$ cat config.mk
export PLATFORM = sky130hd
export DESIGN_NAME = parallel_i2c_write_engine
export DESIGN_NICKNAME = d
export VERILOG_FILES = /design/src/piwe_pkg.sv /design/src/parallel_i2c_write_engine.sv /design/src/piwe_front.sv /design/src/piwe_queue.sv /design/src/piwe_back.sv
export SDC_FILE = /design/constraint.sdc
export NUM_CORES = 1
export LEC_CHECK = 0
export BUFFER_PORTS_ARGS = -buffer_cell sky130_fd_sc_hd__buf_4
export CORE_ASPECT_RATIO = 0.8
export CORE_MARGIN = 1
export CORE_UTILIZATION = 37
export DETAILED_ROUTE_END_ITERATION = 10
export GPL_ROUTABILITY_DRIVEN = 0
export PLACE_DENSITY_LB_ADDON = 0.15
export SLEW_MARGIN = 10
export SYNTH_ARGS = -nofsm -noshare
export SYNTH_HDL_FRONTEND = slang
export SYNTH_HIERARCHICAL = 1
export SYNTH_SLANG_ARGS = --single-unit
$ cat constraint.sdc
create_clock -name clk_i -period 8.8 [get_ports clk_i]
set_input_delay 0.44 -clock clk_i [delete_from_list [all_inputs] [get_ports clk_i]]
set_output_delay 0.44 -clock clk_i [all_outputs]
set_load 0.03 [all_outputs]
$ cat src/piwe_pkg.sv
// Package for the parallel I2C write engine: input kind codes, queue entry
// type, lane constants and shared widths. No dependencies.
package piwe_pkg;

  localparam int unsigned Lanes      = 3;
  localparam int unsigned InputLanes = 3;
  localparam int unsigned LaneCount  = (Lanes < InputLanes) ? Lanes : InputLanes;

  localparam logic [2:0] ReleasedAll = 3'h7;
  localparam logic [2:0] LaneMask    = 3'((1 << LaneCount) - 1) & ReleasedAll;

  localparam logic [1:0] KindStart = 2'd0;
  localparam logic [1:0] KindStop  = 2'd1;
  localparam logic [1:0] KindWrite = 2'd2;

  localparam int unsigned QDepth = 2;
  localparam int unsigned QPtrW  = $clog2(QDepth);
  localparam int unsigned QCntW  = $clog2(QDepth + 1);

  typedef enum logic [1:0] {
    OpStart,
    OpStop,
    OpByte
  } op_e;

  typedef struct packed {
    op_e                         op;
    logic [InputLanes-1:0][7:0]  lane_bytes;
  } entry_t;

  typedef struct packed {
    logic full;
    logic valid;
  } q_status_t;

endpackage

$ cat src/parallel_i2c_write_engine.sv
// Top level of the parallel I2C write engine: front end, queue and line
// sequencer. Depends on piwe_pkg, piwe_front, piwe_queue and piwe_back.
//
//   Channel | Direction | Handshake              | Payload
//   input   | in        | in_valid_i / in_stall_o | kind_i, lane0..2_byte_i
//   output  | out       | out_valid_o / out_stall_i | data_lines_o, clock_line_o, last_o
//
// One result leaves per cycle while the output is not stalled; a start item
// gives 4 results, a stop item 3 and a write item 27, set by the sequencer's
// step counters. A two-entry queue lets new items be accepted while an
// operation is still being clocked out. Items of unused kind are accepted and
// give no result. Reset leaves all driven lanes high and the clock low.
module parallel_i2c_write_engine (
  input  logic       clk_i,
  input  logic       rst_ni,
  input  logic       in_valid_i,
  output logic       in_stall_o,
  input  logic [1:0] kind_i,
  input  logic [7:0] lane0_byte_i,
  input  logic [7:0] lane1_byte_i,
  input  logic [7:0] lane2_byte_i,
  output logic       out_valid_o,
  input  logic       out_stall_i,
  output logic [2:0] data_lines_o,
  output logic       clock_line_o,
  output logic       last_o
);
  import piwe_pkg::*;

  q_status_t q_status;
  entry_t    push_entry;
  entry_t    head;
  logic      push;
  logic      pop;

  piwe_front u_front (
    .clk_i        (clk_i),
    .rst_ni       (rst_ni),
    .in_valid_i   (in_valid_i),
    .in_stall_o   (in_stall_o),
    .kind_i       (kind_i),
    .lane0_byte_i (lane0_byte_i),
    .lane1_byte_i (lane1_byte_i),
    .lane2_byte_i (lane2_byte_i),
    .q_status_i   (q_status),
    .push_o       (push),
    .push_entry_o (push_entry)
  );

  piwe_queue u_queue (
    .clk_i        (clk_i),
    .rst_ni       (rst_ni),
    .push_i       (push),
    .push_entry_i (push_entry),
    .pop_i        (pop),
    .head_o       (head),
    .status_o     (q_status)
  );

  piwe_back u_back (
    .clk_i        (clk_i),
    .rst_ni       (rst_ni),
    .head_i       (head),
    .q_status_i   (q_status),
    .pop_o        (pop),
    .out_valid_o  (out_valid_o),
    .out_stall_i  (out_stall_i),
    .data_lines_o (data_lines_o),
    .clock_line_o (clock_line_o),
    .last_o       (last_o)
  );

endmodule

$ cat src/piwe_front.sv
// Front end of the write engine: accepts items, sorts them by kind and
// drops unused kinds. Depends on piwe_pkg.
module piwe_front (
  input  logic                clk_i,
  input  logic                rst_ni,
  input  logic                in_valid_i,
  output logic                in_stall_o,
  input  logic [1:0]          kind_i,
  input  logic [7:0]          lane0_byte_i,
  input  logic [7:0]          lane1_byte_i,
  input  logic [7:0]          lane2_byte_i,
  input  piwe_pkg::q_status_t q_status_i,
  output logic                push_o,
  output piwe_pkg::entry_t    push_entry_o
);
  import piwe_pkg::*;

  logic known;
  logic accept;

  always_comb begin
    known                   = 1'b1;
    push_entry_o.op         = OpStart;
    push_entry_o.lane_bytes = {lane2_byte_i, lane1_byte_i, lane0_byte_i};
    unique case (kind_i)
      KindStart: push_entry_o.op = OpStart;
      KindStop:  push_entry_o.op = OpStop;
      KindWrite: push_entry_o.op = OpByte;
      default:   known = 1'b0;
    endcase
  end

  assign in_stall_o = q_status_i.full;
  assign accept     = in_valid_i && !in_stall_o;
  assign push_o     = accept && known;

  // An unused kind never reaches the queue.
  assert property (@(posedge clk_i) disable iff (!rst_ni)
    (accept && kind_i != KindStart && kind_i != KindStop && kind_i != KindWrite)
    |-> !push_o)
    else $error("unused kind pushed");

  assert property (@(posedge clk_i) disable iff (!rst_ni)
    push_o |-> !q_status_i.full)
    else $error("push into a full queue");

  assert property (@(posedge clk_i) disable iff (!rst_ni)
    (in_valid_i && !in_stall_o && kind_i == KindWrite) |-> push_entry_o.op == OpByte)
    else $error("write item misclassified");

endmodule

$ cat src/piwe_queue.sv
// Two-entry queue between the front end and the line sequencer.
// Depends on piwe_pkg.
module piwe_queue (
  input  logic                clk_i,
  input  logic                rst_ni,
  input  logic                push_i,
  input  piwe_pkg::entry_t    push_entry_i,
  input  logic                pop_i,
  output piwe_pkg::entry_t    head_o,
  output piwe_pkg::q_status_t status_o
);
  import piwe_pkg::*;

  entry_t             mem_q [QDepth];
  logic [QPtrW-1:0]   wr_ptr_q, wr_ptr_d;
  logic [QPtrW-1:0]   rd_ptr_q, rd_ptr_d;
  logic [QCntW-1:0]   count_q, count_d;
  logic               do_push;
  logic               do_pop;

  assign status_o.full  = (count_q == QCntW'(QDepth));
  assign status_o.valid = (count_q != '0);
  assign head_o         = mem_q[rd_ptr_q];

  assign do_push = push_i && !status_o.full;
  assign do_pop  = pop_i && status_o.valid;

  always_comb begin
    wr_ptr_d = wr_ptr_q;
    rd_ptr_d = rd_ptr_q;
    count_d  = count_q;
    if (do_push) begin
      wr_ptr_d = (wr_ptr_q == QPtrW'(QDepth - 1)) ? '0 : wr_ptr_q + 1'b1;
    end
    if (do_pop) begin
      rd_ptr_d = (rd_ptr_q == QPtrW'(QDepth - 1)) ? '0 : rd_ptr_q + 1'b1;
    end
    if (do_push && !do_pop) begin
      count_d = count_q + 1'b1;
    end else if (do_pop && !do_push) begin
      count_d = count_q - 1'b1;
    end
  end

  always_ff @(posedge clk_i or negedge rst_ni) begin
    if (!rst_ni) begin
      wr_ptr_q <= '0;
      rd_ptr_q <= '0;
      count_q  <= '0;
    end else begin
      wr_ptr_q <= wr_ptr_d;
      rd_ptr_q <= rd_ptr_d;
      count_q  <= count_d;
    end
  end

  always_ff @(posedge clk_i) begin
    if (do_push) begin
      mem_q[wr_ptr_q] <= push_entry_i;
    end
  end

  assert property (@(posedge clk_i) disable iff (!rst_ni)
    count_q <= QCntW'(QDepth))
    else $error("queue count out of range");

  assert property (@(posedge clk_i) disable iff (!rst_ni)
    pop_i |-> status_o.valid)
    else $error("pop from an empty queue");

  assert property (@(posedge clk_i) disable iff (!rst_ni)
    (push_i && !pop_i && !status_o.full) |=> status_o.valid)
    else $error("queue lost an item");

endmodule

$ cat src/piwe_back.sv
// Line sequencer of the write engine: steps through the line changes of one
// operation per queue entry and holds the bus levels as the result register.
// Depends on piwe_pkg.
module piwe_back (
  input  logic                clk_i,
  input  logic                rst_ni,
  input  piwe_pkg::entry_t    head_i,
  input  piwe_pkg::q_status_t q_status_i,
  output logic                pop_o,
  output logic                out_valid_o,
  input  logic                out_stall_i,
  output logic [2:0]          data_lines_o,
  output logic                clock_line_o,
  output logic                last_o
);
  import piwe_pkg::*;

  logic                        busy_q, busy_d;
  op_e                         op_q;
  logic [InputLanes-1:0][7:0]  bytes_q;
  logic [1:0]                  phase_q, phase_d;
  logic [3:0]                  bit_q, bit_d;
  logic [2:0]                  data_q, data_d;
  logic                        clock_q, clock_d;
  logic                        last_q, last_now;
  logic                        out_valid_q, out_valid_d;
  logic                        advance;
  logic [2:0]                  bit_idx;
  logic [2:0]                  lane_bits;

  assign advance = busy_q && (!out_valid_q || !out_stall_i);
  assign bit_idx = ~bit_q[2:0];

  always_comb begin
    lane_bits = '0;
    for (int ch = 0; ch < int'(LaneCount); ch++) begin
      lane_bits[ch] = bytes_q[ch][bit_idx];
    end
  end

  always_comb begin
    data_d   = data_q;
    clock_d  = clock_q;
    last_now = 1'b0;
    phase_d  = phase_q + 1'b1;
    bit_d    = bit_q;
    unique case (op_q)
      OpStart: begin
        unique case (phase_q)
          2'd0:    data_d  = ReleasedAll & LaneMask;
          2'd1:    clock_d = 1'b1;
          2'd2:    data_d  = '0;
          default: begin
            clock_d  = 1'b0;
            last_now = 1'b1;
          end
        endcase
      end
      OpStop: begin
        unique case (phase_q)
          2'd0:    data_d  = '0;
          2'd1:    clock_d = 1'b1;
          default: begin
            data_d   = ReleasedAll & LaneMask;
            last_now = 1'b1;
          end
        endcase
      end
      default: begin
        unique case (phase_q)
          2'd0:    data_d  = (bit_q[3] ? ReleasedAll : lane_bits) & LaneMask;
          2'd1:    clock_d = 1'b1;
          default: begin
            clock_d  = 1'b0;
            phase_d  = '0;
            bit_d    = bit_q + 1'b1;
            last_now = bit_q[3];
          end
        endcase
      end
    endcase
  end

  assign pop_o = q_status_i.valid && (!busy_q || (advance && last_now));

  always_comb begin
    busy_d = busy_q;
    if (pop_o) begin
      busy_d = 1'b1;
    end else if (advance && last_now) begin
      busy_d = 1'b0;
    end
    out_valid_d = out_valid_q;
    if (advance) begin
      out_valid_d = 1'b1;
    end else if (!out_stall_i) begin
      out_valid_d = 1'b0;
    end
  end

  always_ff @(posedge clk_i or negedge rst_ni) begin
    if (!rst_ni) begin
      busy_q      <= 1'b0;
      out_valid_q <= 1'b0;
      data_q      <= ReleasedAll & LaneMask;
      clock_q     <= 1'b0;
      last_q      <= 1'b0;
      phase_q     <= '0;
      bit_q       <= '0;
    end else begin
      busy_q      <= busy_d;
      out_valid_q <= out_valid_d;
      if (advance) begin
        data_q  <= data_d;
        clock_q <= clock_d;
        last_q  <= last_now;
      end
      if (pop_o) begin
        phase_q <= '0;
        bit_q   <= '0;
      end else if (advance) begin
        phase_q <= phase_d;
        bit_q   <= bit_d;
      end
    end
  end

  always_ff @(posedge clk_i) begin
    if (pop_o) begin
      op_q    <= head_i.op;
      bytes_q <= head_i.lane_bytes;
    end
  end

  assign out_valid_o  = out_valid_q;
  assign data_lines_o = data_q;
  assign clock_line_o = clock_q;
  assign last_o       = last_q;

  assert property (@(posedge clk_i) disable iff (!rst_ni)
    (data_q & ~LaneMask) == '0)
    else $error("undriven lane set high");

  assert property (@(posedge clk_i) disable iff (!rst_ni)
    busy_q |-> (bit_q <= 4'd8))
    else $error("bit counter overran");

  assert property (@(posedge clk_i) disable iff (!rst_ni)
    (advance && last_now && !pop_o) |=> !busy_q)
    else $error("sequencer kept running after the final line state");

  assert property (@(posedge clk_i) disable iff (!rst_ni)
    (advance && last_now && op_q == OpByte) |-> !clock_d)
    else $error("byte operation ended with the clock high");

endmodule

==> impl_metrics.ini <==
[sta]
fin_crit_ns = 2.33
tns_ns = 0
finalHoldViolations = 0
relSlewSlack_pct = 44.8
setup_violations = 0
slew_viol_final = 0
worst_slew_pin_slew_ns = 0.827
finClkSkew_ns = 0.00511
rsz0062_at_grt = no
period_share_pct = 26.5
fin_ws_ns = 6.47
fmaxAchievable_mhz = 429

[yosys]
avgSynthCellArea_um2 = 16.8
ys_warn_count = 6
synthDistinctLibCells = 44
synth.net_count = 285
syn_area_um2 = 4160
syn_inst = 248
synth_edf_count = 78
synthFlopType = edfxtp_1
synth_async_sr_flop_share_pct = 17.9
ys_seq_area_share_pct = 66.7
ys_ff_latch = 95

[global_routing]
gr-usage-met2_pct = 17.6
antenna_found_initial = 0
grt_max_degree = 33
gr-total-overflow = 0
met1_usage_pct = 14.4
grt_use_met3_pct = 4.13
top_usage_layer = met2
grt_util_all_layers_pct = 11.4
grt_pass1_vias = 1935
grt_pass1_wl_um = 9840

[routing]
wl_per_cell_um = 14.4
drtIter0Drc = 85
wl_um = 5970
drc = 0
routed_via_density = 4.62
num_vias = 1916
firstDrtPassIters = 4
ant_nets = 0

[floorplanning]
core_um2 = 10900
rows = 34
start_util_pct = 38.2
die-area_um2 = 11700
die_h_um = 96.8
die_width_um = 121
pin_count = 37

[critical_path]
endpoint_kind = flop
cp.arrival_ns = 2.59
critPathMaxFanout = 7
cp-start-kind = flop
crit_required_ns = 9.06
crit_type = flop to flop

[clock_network]
cts_hold_buf = 1
cts_tree = built
insertion_delay_ns = 0.33
htreeDepth = 3
postCtsSetupBuffers = 0
cts_max_path_buffers = 2
clock-root-buffer = clkbuf_16
post_cts_resize_count = 0
cts_sinks = 95
cts-buffers-inserted = 9
clk_pin_slew_ns = 0.06

[finish]
syn2layout_area_growth_pct = 11.9
nets = 303
antenna_cells_inserted = 0
drive_above_1_share_pct = 35.4

[flow_run]
maxCapViolations = 0

[place]
post-dp-hpwl_um = 3890
place_ws_ns = 6.46
port_buffers = 36

[outcome]
status = completed

[hold_path]
hold_path.class = input pin to flop

[power_and_ir_drop]
cellLeakagePower_nw = 1.75
ir_worst_vdd_mv = 0.123
cellPowerDensity_nw_per_um2 = 319
==> flip-flops by register name, summed over array words and instances, names as in the netlist <==
| signal | cells |
|---|---|
| u_back/bit_q | 4 |
| u_back/busy_q | 1 |
| u_back/bytes_q | 24 |
| u_back/clock_line_o | 1 |
| u_back/data_lines_o | 3 |
| u_back/last_o | 1 |
| u_back/op_q | 2 |
| u_back/out_valid_o | 1 |
| u_back/phase_q | 2 |
| u_queue/count_q | 2 |
| u_queue/mem_q | 52 |
| u_queue/rd_ptr_q | 1 |
| u_queue/wr_ptr_q | 1 |
==> stage by stage <==
step	std cells	hold slack [ns]	util, %	total power, mW	cell area [um^2]
6_report	415	0.288	42.7	1.48	4650
3_3_place_gp	398	0.323	40.2	1.16	4380
5_1_grt	415	0.271	42.7	1.57	4650
4_1_cts	415	0.275	42.7	1.51	4650
3_5_place_dp	398	0.325	40.2	1.16	4380
2_1_floorplan	248	0.144	-	1.07	4160
==> cells in the final DEF (no fill, tap or decap), types with 3 or more instances in the layout <==
cell type	instances
dfrtp_1	14
xnor2_1	3
mux4_2	6
mux2_2	7
inv_1	8
ha_1	7
clkbuf_16	9
edfxtp_1	78
mux2i_1	5
nor2b_1	4
mux2_4	19
dfstp_2	3
xor2_1	5
nand2b_1	4
a211oi_1	7
nand2_1	8
buf_4	39
nor2_1	11
==> cells in the mapped netlist (2+ instances only) <==
library cell,count,area share (%)
and3_1,2,0.30
xor2_1,5,1.1
nor2_1,12,1.1
inv_1,8,0.72
mux2i_1,5,1.2
nand2b_1,4,0.60
nand4_1,2,0.30
buf_12,2,0.96
buf_4,25,4.5
xnor2_1,3,0.63
a21oi_1,2,0.24
dfstp_2,3,1.9
buf_2,3,0.36
mux2_2,7,1.9
edfxtp_1,78,56
mux2_4,19,6.9
a211oi_1,7,1.3
nor2b_1,4,0.60
mux4_2,6,3.3
ha_1,7,2.1
nand2_1,8,0.72
dfrtp_1,14,8.4
==> final timing paths <==
| check | start | endpoint | slack [ns] | cells after the start |
|---|---|---|---|---|
| setup / recovery | u_back/phase_q[0] | u_queue/count_q[1] | 6.47 | 9 |
| hold / removal | lane0_byte_i[0] | u_queue/mem_q[1][0] | 0.29 | 1 |
| setup reg to reg | u_back/phase_q[0] | u_queue/count_q[1] | 6.47 | 9 |
| hold reg to reg | u_back/last_o | u_back/last_o | 0.49 | 2 |
| max in group asynchronous | rst_ni | u_back/data_lines_o[1] | 8.04 | 2 |
| min in group asynchronous | rst_ni | u_back/clock_line_o | 0.51 | 2 |
==> critical path, stage by stage, from the launching register on <==
cell	delay, ns
dfrtp_1	0.40
inv_1	0.11
ha_1	0.29
nor2_1	0.32
o22ai_1	0.18
a211oi_4	0.26
nand2_2	0.09
ha_1	0.33
nor2_1	0.13
xor2_1	0.14
==> area by class of cell <==
| type | count | area [um^2] |
|---|---|---|
| Inverter | 8 | 30.0 |
| Clock inverter | 6 | 35.0 |
| Timing Repair Buffer | 40 | 303 |
| Tap cell | 144 | 180 |
| Fill cell | 995 | 6240 |
| Multi-Input combinational cell | 112 | 1100 |
| Clock buffer | 10 | 229 |
| Sequential cell | 95 | 2770 |
==> report_power, final <==
part           leakage [nW]  total, mW  internal (mW)  switching (mW)
Clock                 0.132      0.345          0.190           0.155
Combinational         0.705      0.437          0.211           0.226
Sequential            0.916      0.702          0.634          0.0690
Total                  1.75       1.48           1.03           0.449
==> layer usage <==
layer	part of all wire, %	vias up
li1	-	931
met3	4.0	11
met2	47	34
met4	1.6	0
met1	48	940
met5	0	-
==> logic make-up (layout without fill, tap and decap cells) <==
kind of cell,Yosys count,in the layout,share of synthesized area [%]
simple gates,38,38,4.54
mux,37,37,13.2
fa+ha+maj,7,7,2.11
xor+xnor,8,8,1.69
buf+inv,41,64,7.01
flops,95,95,66.7
compound gates,22,22,4.79
No activity file was read; power rests on OpenSTA's default activity.
